[config.mk]
export PLATFORM = sky130hd
export DESIGN_NAME = color_window_centroid_tracker
export DESIGN_NICKNAME = d
export VERILOG_FILES = /design/src/rtl/cwct_pkg.sv /design/src/rtl/color_window_centroid_tracker.sv /design/src/rtl/cwct_front.sv /design/src/rtl/cwct_queue.sv /design/src/rtl/cwct_back.sv
export SDC_FILE = /design/constraint.sdc
export NUM_CORES = 1
export LEC_CHECK = 0
export BUFFER_PORTS_ARGS = -buffer_cell sky130_fd_sc_hd__buf_2
export CAP_MARGIN = 10
export CORE_ASPECT_RATIO = 0.7
export CORE_MARGIN = 4
export CORE_UTILIZATION = 60
export DETAILED_ROUTE_END_ITERATION = 12
export GPL_TIMING_DRIVEN = 0
export PLACE_DENSITY = 0.77
export SYNTH_ARGS = -nofsm -noshare
export SYNTH_HDL_FRONTEND = slang
export SYNTH_HIERARCHICAL = 1
export SYNTH_SLANG_ARGS = --single-unit
[constraint.sdc]
create_clock -name i_clk -period 5.9 [get_ports i_clk]
set_input_delay 0.295 -clock i_clk [delete_from_list [all_inputs] [get_ports i_clk]]
set_output_delay 0.295 -clock i_clk [all_outputs]
set_load 0.05 [all_outputs]
[src/rtl/cwct_pkg.sv]
// Shared types and constants of the colour window centroid tracker.
package cwct_pkg;

    localparam int unsigned PIX_W     = 8;
    localparam int unsigned COORD_W   = 12;
    localparam int unsigned HALF_W    = COORD_W - 1;
    localparam int unsigned SUM_W     = 36;
    localparam int unsigned CNT_W     = 24;
    localparam int unsigned STEP_W    = 6;
    localparam int unsigned CFG_IDX_W = 3;
    localparam int unsigned CFG_DAT_W = 12;

    localparam logic [CNT_W-1:0]  COUNT_MAX = '1;
    localparam logic [STEP_W-1:0] DIV_LAST  = STEP_W'(SUM_W - 1);

    localparam int unsigned QUEUE_DEPTH = 2;
    localparam int unsigned QPTR_W      = $clog2(QUEUE_DEPTH);

    localparam logic [CFG_IDX_W-1:0] REG_REF_RED      = 3'd0;
    localparam logic [CFG_IDX_W-1:0] REG_REF_GREEN    = 3'd1;
    localparam logic [CFG_IDX_W-1:0] REG_REF_BLUE     = 3'd2;
    localparam logic [CFG_IDX_W-1:0] REG_TOL_RED      = 3'd3;
    localparam logic [CFG_IDX_W-1:0] REG_TOL_GREEN    = 3'd4;
    localparam logic [CFG_IDX_W-1:0] REG_TOL_BLUE     = 3'd5;
    localparam logic [CFG_IDX_W-1:0] REG_FRAME_WIDTH  = 3'd6;
    localparam logic [CFG_IDX_W-1:0] REG_FRAME_HEIGHT = 3'd7;

    typedef struct packed {
        logic [PIX_W-1:0]   ref_red;
        logic [PIX_W-1:0]   ref_green;
        logic [PIX_W-1:0]   ref_blue;
        logic [PIX_W-1:0]   tol_red;
        logic [PIX_W-1:0]   tol_green;
        logic [PIX_W-1:0]   tol_blue;
        logic [COORD_W-1:0] frame_width;
        logic [COORD_W-1:0] frame_height;
    } t_cfg;

    typedef struct packed {
        logic [COORD_W-1:0] xmin;
        logic [COORD_W-1:0] xmax;
        logic [COORD_W-1:0] ymin;
        logic [COORD_W-1:0] ymax;
        logic [COORD_W-1:0] sxmin;
        logic [COORD_W-1:0] sxmax;
        logic [COORD_W-1:0] symin;
        logic [COORD_W-1:0] symax;
        logic [COORD_W-1:0] half_w;
        logic [COORD_W-1:0] half_h;
    } t_bounds;

    typedef struct packed {
        logic               hit;
        logic [COORD_W-1:0] col_off;
        logic [COORD_W-1:0] row_off;
        logic               last;
    } t_pix_item;

    typedef struct packed {
        logic zoomed;
        logic frame_end;
    } t_back_status;

endpackage

[src/rtl/color_window_centroid_tracker.sv]
// Top level of the colour window centroid tracker: register file and block wiring.
//
//   channel   direction   handshake              payload
//   pixel     in          i_in_valid/o_in_stall  i_blue i_green i_red i_col i_row i_frame_last
//   result    out         o_out_valid/i_out_stall o_hit o_frame_done o_centroid_x/y o_visible
//   config    in          i_cfg_valid/o_cfg_ready i_cfg_index i_cfg_data
//
// One pixel transfer per cycle is sustained while the result is not stalled.
// The frame's last pixel occupies the back end while the one-bit-per-cycle
// restoring divider works over the 36-bit sums, and new pixels are held off
// until the window for the next frame is known.
// After reset, and after any register write, input is stalled until the bounds settle.
// A stalled result holds its value; the two-entry queue lets the front end keep
// accepting pixels while the result register waits.
module color_window_centroid_tracker import cwct_pkg::*; #(
    parameter int unsigned ZOOM_FACTOR = 2
) (
    input  logic                 i_clk,
    input  logic                 i_rst_n,
    input  logic                 i_in_valid,
    output logic                 o_in_stall,
    input  logic [PIX_W-1:0]     i_blue,
    input  logic [PIX_W-1:0]     i_green,
    input  logic [PIX_W-1:0]     i_red,
    input  logic [COORD_W-1:0]   i_col,
    input  logic [COORD_W-1:0]   i_row,
    input  logic                 i_frame_last,
    output logic                 o_out_valid,
    input  logic                 i_out_stall,
    output logic                 o_hit,
    output logic                 o_frame_done,
    output logic [COORD_W-1:0]   o_centroid_x,
    output logic [COORD_W-1:0]   o_centroid_y,
    output logic                 o_visible,
    input  logic                 i_cfg_valid,
    output logic                 o_cfg_ready,
    input  logic [CFG_IDX_W-1:0] i_cfg_index,
    input  logic [CFG_DAT_W-1:0] i_cfg_data
);

    t_cfg         r_cfg, n_cfg;
    logic         cfg_we;
    t_back_status status;
    t_bounds      bnd;
    t_pix_item    push_item, head_item;
    logic         push, pop, q_full, q_valid;

    assign o_cfg_ready = 1'b1;
    assign cfg_we      = i_cfg_valid && o_cfg_ready;

    always_comb begin
        n_cfg = r_cfg;
        if (cfg_we) begin
            unique case (i_cfg_index)
                REG_REF_RED:      n_cfg.ref_red      = i_cfg_data[PIX_W-1:0];
                REG_REF_GREEN:    n_cfg.ref_green    = i_cfg_data[PIX_W-1:0];
                REG_REF_BLUE:     n_cfg.ref_blue     = i_cfg_data[PIX_W-1:0];
                REG_TOL_RED:      n_cfg.tol_red      = i_cfg_data[PIX_W-1:0];
                REG_TOL_GREEN:    n_cfg.tol_green    = i_cfg_data[PIX_W-1:0];
                REG_TOL_BLUE:     n_cfg.tol_blue     = i_cfg_data[PIX_W-1:0];
                REG_FRAME_WIDTH:  n_cfg.frame_width  = i_cfg_data[COORD_W-1:0];
                REG_FRAME_HEIGHT: n_cfg.frame_height = i_cfg_data[COORD_W-1:0];
                default: begin
                    n_cfg = r_cfg;
                end
            endcase
        end
    end

    always_ff @(posedge i_clk) begin
        if (!i_rst_n) begin
            r_cfg.ref_red      <= 8'd0;
            r_cfg.ref_green    <= 8'd255;
            r_cfg.ref_blue     <= 8'd0;
            r_cfg.tol_red      <= 8'd20;
            r_cfg.tol_green    <= 8'd20;
            r_cfg.tol_blue     <= 8'd20;
            r_cfg.frame_width  <= 12'd640;
            r_cfg.frame_height <= 12'd480;
        end else begin
            r_cfg <= n_cfg;
        end
    end

    cwct_front #(
        .ZOOM_FACTOR(ZOOM_FACTOR)
    ) u_front (
        .i_clk        (i_clk),
        .i_rst_n      (i_rst_n),
        .i_cfg        (r_cfg),
        .i_cfg_we     (cfg_we),
        .i_status     (status),
        .i_in_valid   (i_in_valid),
        .o_in_stall   (o_in_stall),
        .i_blue       (i_blue),
        .i_green      (i_green),
        .i_red        (i_red),
        .i_col        (i_col),
        .i_row        (i_row),
        .i_frame_last (i_frame_last),
        .i_q_full     (q_full),
        .o_push       (push),
        .o_item       (push_item),
        .o_bnd        (bnd)
    );

    cwct_queue u_queue (
        .i_clk   (i_clk),
        .i_rst_n (i_rst_n),
        .i_push  (push),
        .i_item  (push_item),
        .o_full  (q_full),
        .i_pop   (pop),
        .o_valid (q_valid),
        .o_item  (head_item)
    );

    cwct_back u_back (
        .i_clk        (i_clk),
        .i_rst_n      (i_rst_n),
        .i_q_valid    (q_valid),
        .i_q_item     (head_item),
        .o_pop        (pop),
        .i_bnd        (bnd),
        .o_status     (status),
        .o_out_valid  (o_out_valid),
        .i_out_stall  (i_out_stall),
        .o_hit        (o_hit),
        .o_frame_done (o_frame_done),
        .o_centroid_x (o_centroid_x),
        .o_centroid_y (o_centroid_y),
        .o_visible    (o_visible)
    );

endmodule

[src/rtl/cwct_front.sv]
// Front end: search window bounds, pixel classification and transfer into the queue.
module cwct_front import cwct_pkg::*; #(
    parameter int unsigned ZOOM_FACTOR = 2
) (
    input  logic               i_clk,
    input  logic               i_rst_n,
    input  t_cfg               i_cfg,
    input  logic               i_cfg_we,
    input  t_back_status       i_status,
    input  logic               i_in_valid,
    output logic               o_in_stall,
    input  logic [PIX_W-1:0]   i_blue,
    input  logic [PIX_W-1:0]   i_green,
    input  logic [PIX_W-1:0]   i_red,
    input  logic [COORD_W-1:0] i_col,
    input  logic [COORD_W-1:0] i_row,
    input  logic               i_frame_last,
    input  logic               i_q_full,
    output logic               o_push,
    output t_pix_item          o_item,
    output t_bounds            o_bnd
);

    localparam int unsigned ZSH      = 24;
    localparam int unsigned ZRECIP_I = ((1 << ZSH) + ZOOM_FACTOR - 1) / ZOOM_FACTOR;
    localparam int unsigned PROD_W   = HALF_W + ZSH + 1;
    localparam logic [PROD_W-1:0] ZRECIP = PROD_W'(ZRECIP_I);

    function automatic logic near_ref(input logic [PIX_W-1:0] pix,
                                      input logic [PIX_W-1:0] refv,
                                      input logic [PIX_W-1:0] tol);
        logic [PIX_W:0] p_up;
        logic [PIX_W:0] r_up;
        p_up = {1'b0, pix} + {1'b0, tol};
        r_up = {1'b0, refv} + {1'b0, tol};
        return (p_up >= {1'b0, refv}) && ({1'b0, pix} <= r_up);
    endfunction

    logic [HALF_W-1:0] half_w;
    logic [HALF_W-1:0] half_h;
    logic [PROD_W-1:0] prod_w;
    logic [PROD_W-1:0] prod_h;
    logic [HALF_W-1:0] r_hw, r_hh, r_qw, r_qh;
    t_bounds           r_bnd, n_bnd;
    logic [1:0]        r_settle, n_settle;
    logic              r_wait, n_wait;
    logic              accept;
    logic              in_win;
    logic              colour_ok;

    assign half_w = i_cfg.frame_width[COORD_W-1:1];
    assign half_h = i_cfg.frame_height[COORD_W-1:1];
    assign prod_w = PROD_W'(half_w) * ZRECIP;
    assign prod_h = PROD_W'(half_h) * ZRECIP;

    always_ff @(posedge i_clk) begin
        r_hw  <= half_w;
        r_hh  <= half_h;
        r_qw  <= prod_w[ZSH +: HALF_W];
        r_qh  <= prod_h[ZSH +: HALF_W];
        r_bnd <= n_bnd;
    end

    always_comb begin
        n_bnd.sxmin  = {1'b0, r_hw - r_qw};
        n_bnd.sxmax  = {1'b0, r_hw} + {1'b0, r_qw};
        n_bnd.symin  = {1'b0, r_hh - r_qh};
        n_bnd.symax  = {1'b0, r_hh} + {1'b0, r_qh};
        n_bnd.half_w = {1'b0, r_hw};
        n_bnd.half_h = {1'b0, r_hh};
        if (i_status.zoomed) begin
            n_bnd.xmin = n_bnd.sxmin;
            n_bnd.xmax = n_bnd.sxmax;
            n_bnd.ymin = n_bnd.symin;
            n_bnd.ymax = n_bnd.symax;
        end else begin
            n_bnd.xmin = '0;
            n_bnd.xmax = {r_hw, 1'b0};
            n_bnd.ymin = '0;
            n_bnd.ymax = {r_hh, 1'b0};
        end
    end

    assign o_in_stall = r_wait || (r_settle != 2'd0) || i_q_full;
    assign accept     = i_in_valid && !o_in_stall;

    always_comb begin
        n_settle = r_settle;
        if (i_cfg_we || i_status.frame_end) begin
            n_settle = 2'd2;
        end else if (r_settle != 2'd0) begin
            n_settle = r_settle - 2'd1;
        end
        n_wait = r_wait;
        if (i_status.frame_end) begin
            n_wait = 1'b0;
        end else if (accept && i_frame_last) begin
            n_wait = 1'b1;
        end
    end

    always_ff @(posedge i_clk) begin
        if (!i_rst_n) begin
            r_settle <= 2'd2;
            r_wait   <= 1'b0;
        end else begin
            r_settle <= n_settle;
            r_wait   <= n_wait;
        end
    end

    assign in_win = (i_col >= r_bnd.xmin) && (i_col < r_bnd.xmax) &&
                    (i_row >= r_bnd.ymin) && (i_row < r_bnd.ymax);
    assign colour_ok = near_ref(i_blue, i_cfg.ref_blue, i_cfg.tol_blue) &&
                       near_ref(i_green, i_cfg.ref_green, i_cfg.tol_green) &&
                       near_ref(i_red, i_cfg.ref_red, i_cfg.tol_red);

    assign o_push         = accept;
    assign o_item.hit     = in_win && colour_ok;
    assign o_item.col_off = i_col - r_bnd.xmin;
    assign o_item.row_off = i_row - r_bnd.ymin;
    assign o_item.last    = i_frame_last;
    assign o_bnd          = r_bnd;

endmodule

[src/rtl/cwct_queue.sv]
// Short queue of classified pixels between the front end and the back end.
module cwct_queue import cwct_pkg::*; (
    input  logic      i_clk,
    input  logic      i_rst_n,
    input  logic      i_push,
    input  t_pix_item i_item,
    output logic      o_full,
    input  logic      i_pop,
    output logic      o_valid,
    output t_pix_item o_item
);

    t_pix_item         r_mem [QUEUE_DEPTH];
    logic [QPTR_W-1:0] r_wr, r_rd;
    logic [QPTR_W:0]   r_count;

    assign o_full  = (r_count == (QPTR_W+1)'(QUEUE_DEPTH));
    assign o_valid = (r_count != '0);
    assign o_item  = r_mem[r_rd];

    always_ff @(posedge i_clk) begin
        if (i_push) begin
            r_mem[r_wr] <= i_item;
        end
    end

    always_ff @(posedge i_clk) begin
        if (!i_rst_n) begin
            r_wr    <= '0;
            r_rd    <= '0;
            r_count <= '0;
        end else begin
            if (i_push) begin
                r_wr <= r_wr + 1'b1;
            end
            if (i_pop) begin
                r_rd <= r_rd + 1'b1;
            end
            if (i_push && !i_pop) begin
                r_count <= r_count + 1'b1;
            end else if (i_pop && !i_push) begin
                r_count <= r_count - 1'b1;
            end
        end
    end

endmodule

[src/rtl/cwct_back.sv]
// Back end: accumulation, centroid division, window update and the result register.
module cwct_back import cwct_pkg::*; (
    input  logic               i_clk,
    input  logic               i_rst_n,
    input  logic               i_q_valid,
    input  t_pix_item          i_q_item,
    output logic               o_pop,
    input  t_bounds            i_bnd,
    output t_back_status       o_status,
    output logic               o_out_valid,
    input  logic               i_out_stall,
    output logic               o_hit,
    output logic               o_frame_done,
    output logic [COORD_W-1:0] o_centroid_x,
    output logic [COORD_W-1:0] o_centroid_y,
    output logic               o_visible
);

    localparam logic [1:0] ST_RUN = 2'd0;
    localparam logic [1:0] ST_DIV = 2'd1;
    localparam logic [1:0] ST_FIN = 2'd2;

    logic [1:0]         r_state, n_state;
    logic [CNT_W-1:0]   r_cnt, n_cnt;
    logic [SUM_W-1:0]   r_sx, n_sx, r_sy, n_sy;
    logic [SUM_W-1:0]   r_dvd_x, n_dvd_x, r_dvd_y, n_dvd_y;
    logic [CNT_W-1:0]   r_rem_x, n_rem_x, r_rem_y, n_rem_y;
    logic [STEP_W-1:0]  r_step, n_step;
    logic               r_zoomed, n_zoomed;
    logic               r_last_hit, n_last_hit;
    logic               r_out_valid, n_out_valid;
    logic               r_hit, n_hit, r_done, n_done, r_vis, n_vis;
    logic [COORD_W-1:0] r_cx, n_cx, r_cy, n_cy;
    logic               out_free;
    logic               acc;
    logic [CNT_W-1:0]   acc_cnt;
    logic [SUM_W-1:0]   acc_sx, acc_sy;
    logic [CNT_W:0]     trial_x, trial_y;
    logic               ge_x, ge_y;
    logic [COORD_W-1:0] cx, cy;
    logic               vis, zoom_in;

    assign out_free = !r_out_valid || !i_out_stall;

    assign acc     = i_q_item.hit && (r_cnt != COUNT_MAX);
    assign acc_cnt = acc ? r_cnt + 1'b1 : r_cnt;
    assign acc_sx  = acc ? r_sx + SUM_W'(i_q_item.col_off) : r_sx;
    assign acc_sy  = acc ? r_sy + SUM_W'(i_q_item.row_off) : r_sy;

    assign trial_x = {r_rem_x, r_dvd_x[SUM_W-1]};
    assign trial_y = {r_rem_y, r_dvd_y[SUM_W-1]};
    assign ge_x    = trial_x >= {1'b0, r_cnt};
    assign ge_y    = trial_y >= {1'b0, r_cnt};

    assign vis     = (r_cnt != '0);
    assign cx      = vis ? i_bnd.xmin + r_dvd_x[COORD_W-1:0] : i_bnd.half_w;
    assign cy      = vis ? i_bnd.ymin + r_dvd_y[COORD_W-1:0] : i_bnd.half_h;
    assign zoom_in = (cx > i_bnd.sxmin) && (cx < i_bnd.sxmax) &&
                     (cy > i_bnd.symin) && (cy < i_bnd.symax);

    always_comb begin
        n_state     = r_state;
        n_cnt       = r_cnt;
        n_sx        = r_sx;
        n_sy        = r_sy;
        n_dvd_x     = r_dvd_x;
        n_dvd_y     = r_dvd_y;
        n_rem_x     = r_rem_x;
        n_rem_y     = r_rem_y;
        n_step      = r_step;
        n_zoomed    = r_zoomed;
        n_last_hit  = r_last_hit;
        n_out_valid = r_out_valid && i_out_stall;
        n_hit       = r_hit;
        n_done      = r_done;
        n_vis       = r_vis;
        n_cx        = r_cx;
        n_cy        = r_cy;
        o_pop       = 1'b0;
        o_status.zoomed    = r_zoomed;
        o_status.frame_end = 1'b0;
        unique case (r_state)
            ST_RUN: begin
                if (i_q_valid && out_free) begin
                    o_pop = 1'b1;
                    n_cnt = acc_cnt;
                    n_sx  = acc_sx;
                    n_sy  = acc_sy;
                    if (i_q_item.last) begin
                        n_dvd_x    = acc_sx;
                        n_dvd_y    = acc_sy;
                        n_rem_x    = '0;
                        n_rem_y    = '0;
                        n_step     = '0;
                        n_last_hit = i_q_item.hit;
                        n_state    = ST_DIV;
                    end else begin
                        n_out_valid = 1'b1;
                        n_hit       = i_q_item.hit;
                        n_done      = 1'b0;
                        n_vis       = 1'b0;
                        n_cx        = '0;
                        n_cy        = '0;
                    end
                end
            end
            ST_DIV: begin
                n_rem_x = ge_x ? CNT_W'(trial_x - {1'b0, r_cnt}) : CNT_W'(trial_x);
                n_rem_y = ge_y ? CNT_W'(trial_y - {1'b0, r_cnt}) : CNT_W'(trial_y);
                n_dvd_x = {r_dvd_x[SUM_W-2:0], ge_x};
                n_dvd_y = {r_dvd_y[SUM_W-2:0], ge_y};
                n_step  = r_step + 1'b1;
                if (r_step == DIV_LAST) begin
                    n_state = ST_FIN;
                end
            end
            ST_FIN: begin
                if (out_free) begin
                    n_out_valid = 1'b1;
                    n_hit       = r_last_hit;
                    n_done      = 1'b1;
                    n_vis       = vis;
                    n_cx        = cx;
                    n_cy        = cy;
                    n_zoomed    = vis ? (zoom_in || r_zoomed) : 1'b0;
                    n_cnt       = '0;
                    n_sx        = '0;
                    n_sy        = '0;
                    n_state     = ST_RUN;
                    o_status.frame_end = 1'b1;
                end
            end
            default: begin
                n_state = ST_RUN;
            end
        endcase
    end

    always_ff @(posedge i_clk) begin
        if (!i_rst_n) begin
            r_state     <= ST_RUN;
            r_cnt       <= '0;
            r_sx        <= '0;
            r_sy        <= '0;
            r_zoomed    <= 1'b0;
            r_out_valid <= 1'b0;
        end else begin
            r_state     <= n_state;
            r_cnt       <= n_cnt;
            r_sx        <= n_sx;
            r_sy        <= n_sy;
            r_zoomed    <= n_zoomed;
            r_out_valid <= n_out_valid;
        end
    end

    always_ff @(posedge i_clk) begin
        r_dvd_x    <= n_dvd_x;
        r_dvd_y    <= n_dvd_y;
        r_rem_x    <= n_rem_x;
        r_rem_y    <= n_rem_y;
        r_step     <= n_step;
        r_last_hit <= n_last_hit;
        r_hit      <= n_hit;
        r_done     <= n_done;
        r_vis      <= n_vis;
        r_cx       <= n_cx;
        r_cy       <= n_cy;
    end

    assign o_out_valid  = r_out_valid;
    assign o_hit        = r_hit;
    assign o_frame_done = r_done;
    assign o_centroid_x = r_cx;
    assign o_centroid_y = r_cy;
    assign o_visible    = r_vis;

endmodule

After elaboration in Yosys (flattened, before gate mapping)
Memories as Yosys holds them, arrays and structs flattened. A register that Yosys moved wholly into a read port is not among the register bits.
Cells that the tools add are included.
Widths: inputs -> output; s select.
{"block": "totals", "register_bits": 491, "ramBits": 52, "input_bits": 69, "out_inout_bits": 30, "elab_cells": 228, "mem_count": 1}
{"memory": "u_queue.r_mem", "words": 2, "width": 26, "read_ports": 1, "rd_clocked_by_memory_dff": 1, "write_ports": 1, "line": "cwct_queue.sv:13", "rtl": "t_pix_item r_mem [QUEUE_DEPTH];"}
{"block": "op_classes", "add_sub_neg": 25, "n_lt_le_gt_ge": 16, "n_eq_ne": 18, "muxes": 65, "bitwise_logic": 1, "n_reduce_logical": 54}
{"cell": "$mux 36", "count": 10}
{"cell": "$pmux 36 s2", "count": 4}
{"cell": "$mux 24", "count": 7}
{"cell": "$pmux 24 s2", "count": 3}
{"cell": "$add 36x12->36", "count": 2}
{"cell": "$mux 12", "count": 6}
{"cell": "$add 8x8->9", "count": 6}
{"cell": "$ge 25x24->1", "count": 2}
{"cell": "$lt 12x12->1", "count": 4}
{"cell": "$pmux 12 s2", "count": 2}
{"cell": "$sub 24x24->24", "count": 2}
{"cell": "$ge 9x8->1", "count": 3}
{"cell": "$le 8x9->1", "count": 3}
{"cell": "$add 11x10->12", "count": 2}
{"cell": "$add 12x12->12", "count": 2}
{"cell": "$add 24x1->24 const B", "count": 1}
{"cell": "$ge 12x12->1", "count": 2}
{"cell": "$gt 12x11->1", "count": 2}
{"cell": "$ne 24x24->1 const B", "count": 1}
{"cell": "$reduce_bool 24->1", "count": 1}
{"cell": "$sub 12x12->12", "count": 2}
{"cell": "$sub 11x10->11", "count": 2}
{"cell": "$logic_and 1x1->1", "count": 19}
{"cell": "$mux 1", "count": 19}
{"cell": "27 further kinds", "count": 72}

Logic depth before layout (Yosys ltp)
{"block": "logic_depth", "word_depth": 9, "ltp_mapped": 21, "depth_no_buf": 20}

By module
Netlist, hierarchy kept.
{"mod": "cwct_back", "instances": 1, "cells_each": 1979, "area_each_um2": 17538.1, "seq_area_each_um2": 6626.4}
{"mod": "cwct_front", "instances": 1, "cells_each": 1065, "area_each_um2": 9551.7, "seq_area_each_um2": 2702.6}
{"mod": "color_window_centroid_tracker", "instances": 1, "cells_each": 275, "area_each_um2": 2829.0, "seq_area_each_um2": 1441.4}
{"mod": "cwct_queue", "instances": 1, "cells_each": 103, "area_each_um2": 2103.3, "seq_area_each_um2": 1661.6}

Worst setup path before layout
No wires, ideal clock.
{"block": "synth_path", "kind": "reg-to-reg", "startpoint": "register with a tool-made name", "endpoint": "register u_back.r_dvd_x[0] (enable)", "setup_ns": 1.107, "t_arrival_ns": 3.160, "required_ns": 4.793, "slack_ns": 1.634, "path_stages_with_launch": 6, "path_buffers": 2, "synth_period_minus_slack_ns": 4.266, "path_cell_list": "dfxtp_1 > buf_2 > buf_6 > mux2_2 > nand4_1 > nand2_1"}
{"item": "end signal, assigned", "line": "cwct_back.sv:158", "rtl": "r_dvd_x <= n_dvd_x;"}
{"item": "end, declared", "line": "cwct_back.sv:26", "rtl": "logic [SUM_W-1:0] r_dvd_x, n_dvd_x, r_dvd_y, n_dvd_y;"}

Worst setup path after layout
{"block": "layout_path", "startpoint": "register u_back.r_cnt[1]", "endpoint": "register u_back.r_zoomed"}
{"block": "layout_between", "elab_chain_len": 8, "word_cells_on_any_way": 12, "cone_classes": "order compare (4); mux (3); reduce/logical (5)"}
{"item": "start, declared", "line": "cwct_back.sv:24", "rtl": "logic [CNT_W-1:0] r_cnt, n_cnt;"}
{"item": "start signal, assigned", "line": "cwct_back.sv:149", "rtl": "r_cnt <= n_cnt;"}
{"item": "$reduce_bool 24->1 (*)", "line": "cwct_back.sv:55", "rtl": "assign vis = (r_cnt != '0);"}
{"item": "$mux 12 (*)", "line": "cwct_back.sv:56", "rtl": "assign cx = vis ? i_bnd.xmin + r_dvd_x[COORD_W-1:0] : i_bnd.half_w;"}
{"item": "named net u_back.cx[10]", "line": "cwct_back.sv:40", "rtl": "logic [COORD_W-1:0] cx, cy;"}
{"item": "$gt 12x11->1 / $lt 12x12->1 (equally long branches)", "line": "cwct_back.sv:58", "rtl": "assign zoom_in = (cx > i_bnd.sxmin) && (cx < i_bnd.sxmax) &&"}
{"item": "$logic_and 1x1->1 (*) (2 in a row)", "line": "cwct_back.sv:58"}
{"item": "$logic_and 1x1->1 (*)", "line": "cwct_back.sv:59", "rtl": "(cy > i_bnd.symin) && (cy < i_bnd.symax);"}
{"item": "$logic_or 1x1->1 (*)", "line": "cwct_back.sv:125", "rtl": "n_zoomed = vis ? (zoom_in || r_zoomed) : 1'b0;"}
{"item": "$mux 1 (*)", "line": "cwct_back.sv:125"}
{"item": "end signal, assigned", "line": "cwct_back.sv:152", "rtl": "r_zoomed <= n_zoomed;"}
{"item": "end, declared", "line": "cwct_back.sv:29", "rtl": "logic r_zoomed, n_zoomed;"}
Mark *: on every way through the listed nets, which the timed path passes. The rest lies on a longest branch.
A chain may end at the register's enable or synchronous reset.

==> results.cfg <==
[clocking]
cts_root_buf = clkbuf_16
cts.clk_slew.worst_paths_ps = 70
cts_tree = yes
ctsLongestPathBuffers = 3
cts_htree_levels = 2
insertion_delay_ps = 620
cts_buffers = 52
cts.sinks = 516
postCtsSetupRepairBufs = 0
post_cts_resized = 0

[logic_synthesis]
synth.avg_cell_area_um2 = 9.35
yosysWarnings = 6
synth_cells = 3416
syn_area_mm2 = 0.0320

[critical_path]
worstPathMaxFanout = 10
critPathKind = reg -> reg
cp.arrival_ps = 5550
startpoint_type = register
required_ps = 6430
cp-end-kind = register

[route]
via_count = 26022
wl_met2_um = 34100
drt-vias-per-instance = 6.03
wl_met1_um = 41500
drtAntennaViolNets = 0
routed.top_layer = met5
drt_iter0_markers = 2941
routed_wl_um = 86500
drc = 0
post_drt_wl_per_cell_um = 20.0
met3_length_um = 9330
firstDrtPassIters = 7

[die]
die_x_um = 284
initial_utilization = 0.609
rows = 70
die_h_um = 201
core_mm2 = 0.0525
die_area_mm2 = 0.0571
ioPinCount = 99

[placed_design]
place_area_mm2 = 0.0334
post-place-ws_ps = 976
gp_congestion = 0.954
dp_hpwl_um = 65300
numPortBuffers = 97

[finish]
final_common_cell = ha_1
area_growth_pct = 10.3
drive_above_1_share = 0.0859
nets = 4004
diodes = 0
postLayoutCellArea_mm2 = 0.0352
layout_common_cells = ha_1, dfxtp_1, nand2_1
fillers = 4196

[power]
peakVddDrop_v = 0.000256
p_leak_uw = 0.0146
power.density_mw_per_mm2 = 386

[timing]
rsz0062_at_grt = no
post-route-period-util = 0.852
fin_skew_ps = 35.7
maxSlewViolCount = 0
hold_violations = 0
fin_ws_ps = 875
slew-limit-headroom = 0.306
setup_viol = 0
tns_ps = 0
worst_slew_pin_slew_ps = 1040
fmax_mhz = 199
min_period_ps = 5030

[run]
cap_violations = 0

[run_status]
status = completed

[global_routing]
grt_pass1_vias = 24350
grt_pass1_wl_um = 134000
grt_overflow = 0
antenna_found_initial = 2
grt_max_degree = 66
grt_use_total = 0.293

[hold_path]
hp-class = in -> reg
## report_power, final
part	leakage (uW)	total [uW]	switching [uW]	internal, uW
registers	0.00446	4870	360	4510
logic	0.00928	5400	3450	1950
clock network	0.000834	3330	1480	1850
## sequential cells by signal, summed over array words and instances, names as in the netlist, 2 cells and up, named ones only
signal / flops
u_back/r_cnt: 24
u_queue/r_count: 2
u_front/r_hh: 10
u_back/r_sy: 36
u_back/r_rem_y: 24
u_back/o_centroid_x: 12
u_back/r_dvd_x: 36
u_front/o_bnd: 110
u_back/r_state: 2
u_back/r_dvd_y: 36
u_front/r_hw: 10
u_back/r_sx: 36
u_back/o_centroid_y: 12
u_queue/r_mem: 52
u_front/r_settle: 2
r_cfg: 70
u_back/r_step: 6
u_back/r_rem_x: 24
## critical path, stage by stage, from the launching register on
cell,delay (ps)
dfxtp_1,410
inv_1,250
ha_1,200
nor4b_1,310
nand4_1,280
nor2_1,800
clkbuf_1,500
nor3b_1,120
a21oi_1,210
nand3_1,160
ha_1,310
nand4_1,160
nor2_1,90
nand2_1,150
nand3_1,90
a211oi_1,230
o211ai_1,130
o41ai_1,300
nor4b_1,240
## metrics by stage
step / cells / power (uW) / hold slack (ps) / utilization
floorplan: 3421 / 8680 / 331 / -
global placement: 4202 / 10000 / 335 / 0.635
detailed placement: 4206 / 10100 / 337 / 0.637
CTS: 4314 / 13500 / 6.28 / 0.671
global route: 4316 / 14300 / 35.4 / 0.672
finish: 4316 / 13600 / 29.6 / 0.672
## timing repair
action | CTS | global route
endpoints found under the hold margin | 15 | 0
hold buffers | 10 | 0
endpoints found under the setup margin | 0 | 0
## path summary, 6_finish.rpt
path	startpoint	end	slack (ps)	cells after the start
hold / removal	i_cfg_data[11]	r_cfg[23]$_SDFFE_PN0P_	30	3
setup / recovery	u_back/r_cnt[1]$_SDFFE_PN0P_	u_back/r_zoomed$_SDFFE_PN0P_	870	18
hold reg to reg	r_cfg[11]$_SDFFE_PN0P_	u_front/r_qh[9]$_DFF_P_	350	0
setup reg to reg	u_back/r_cnt[1]$_SDFFE_PN0P_	u_back/r_zoomed$_SDFFE_PN0P_	870	18
## cell type report
type | count | area [um2] | share of cell area
inverters | 264 | 991 | 0.0281
clock buffers | 71 | 1470 | 0.0418
repair buffers | 113 | 693 | 0.0197
clock inverters | 27 | 215 | 0.00611
plain buffers | 136 | 633 | 0.0180
flip-flops and latches | 516 | 12400 | 0.352
well taps | 684 | 856 | 0.0243
multi-input cells | 2505 | 18000 | 0.510
## metal layers
layer,GRT usage,vias to the layer above
li1,-,12571
met1,0.455,12239
met2,0.410,1098
met3,0.0736,112
met4,0.0635,2
met5,0,-
Power figures use the tool's default switching activity.
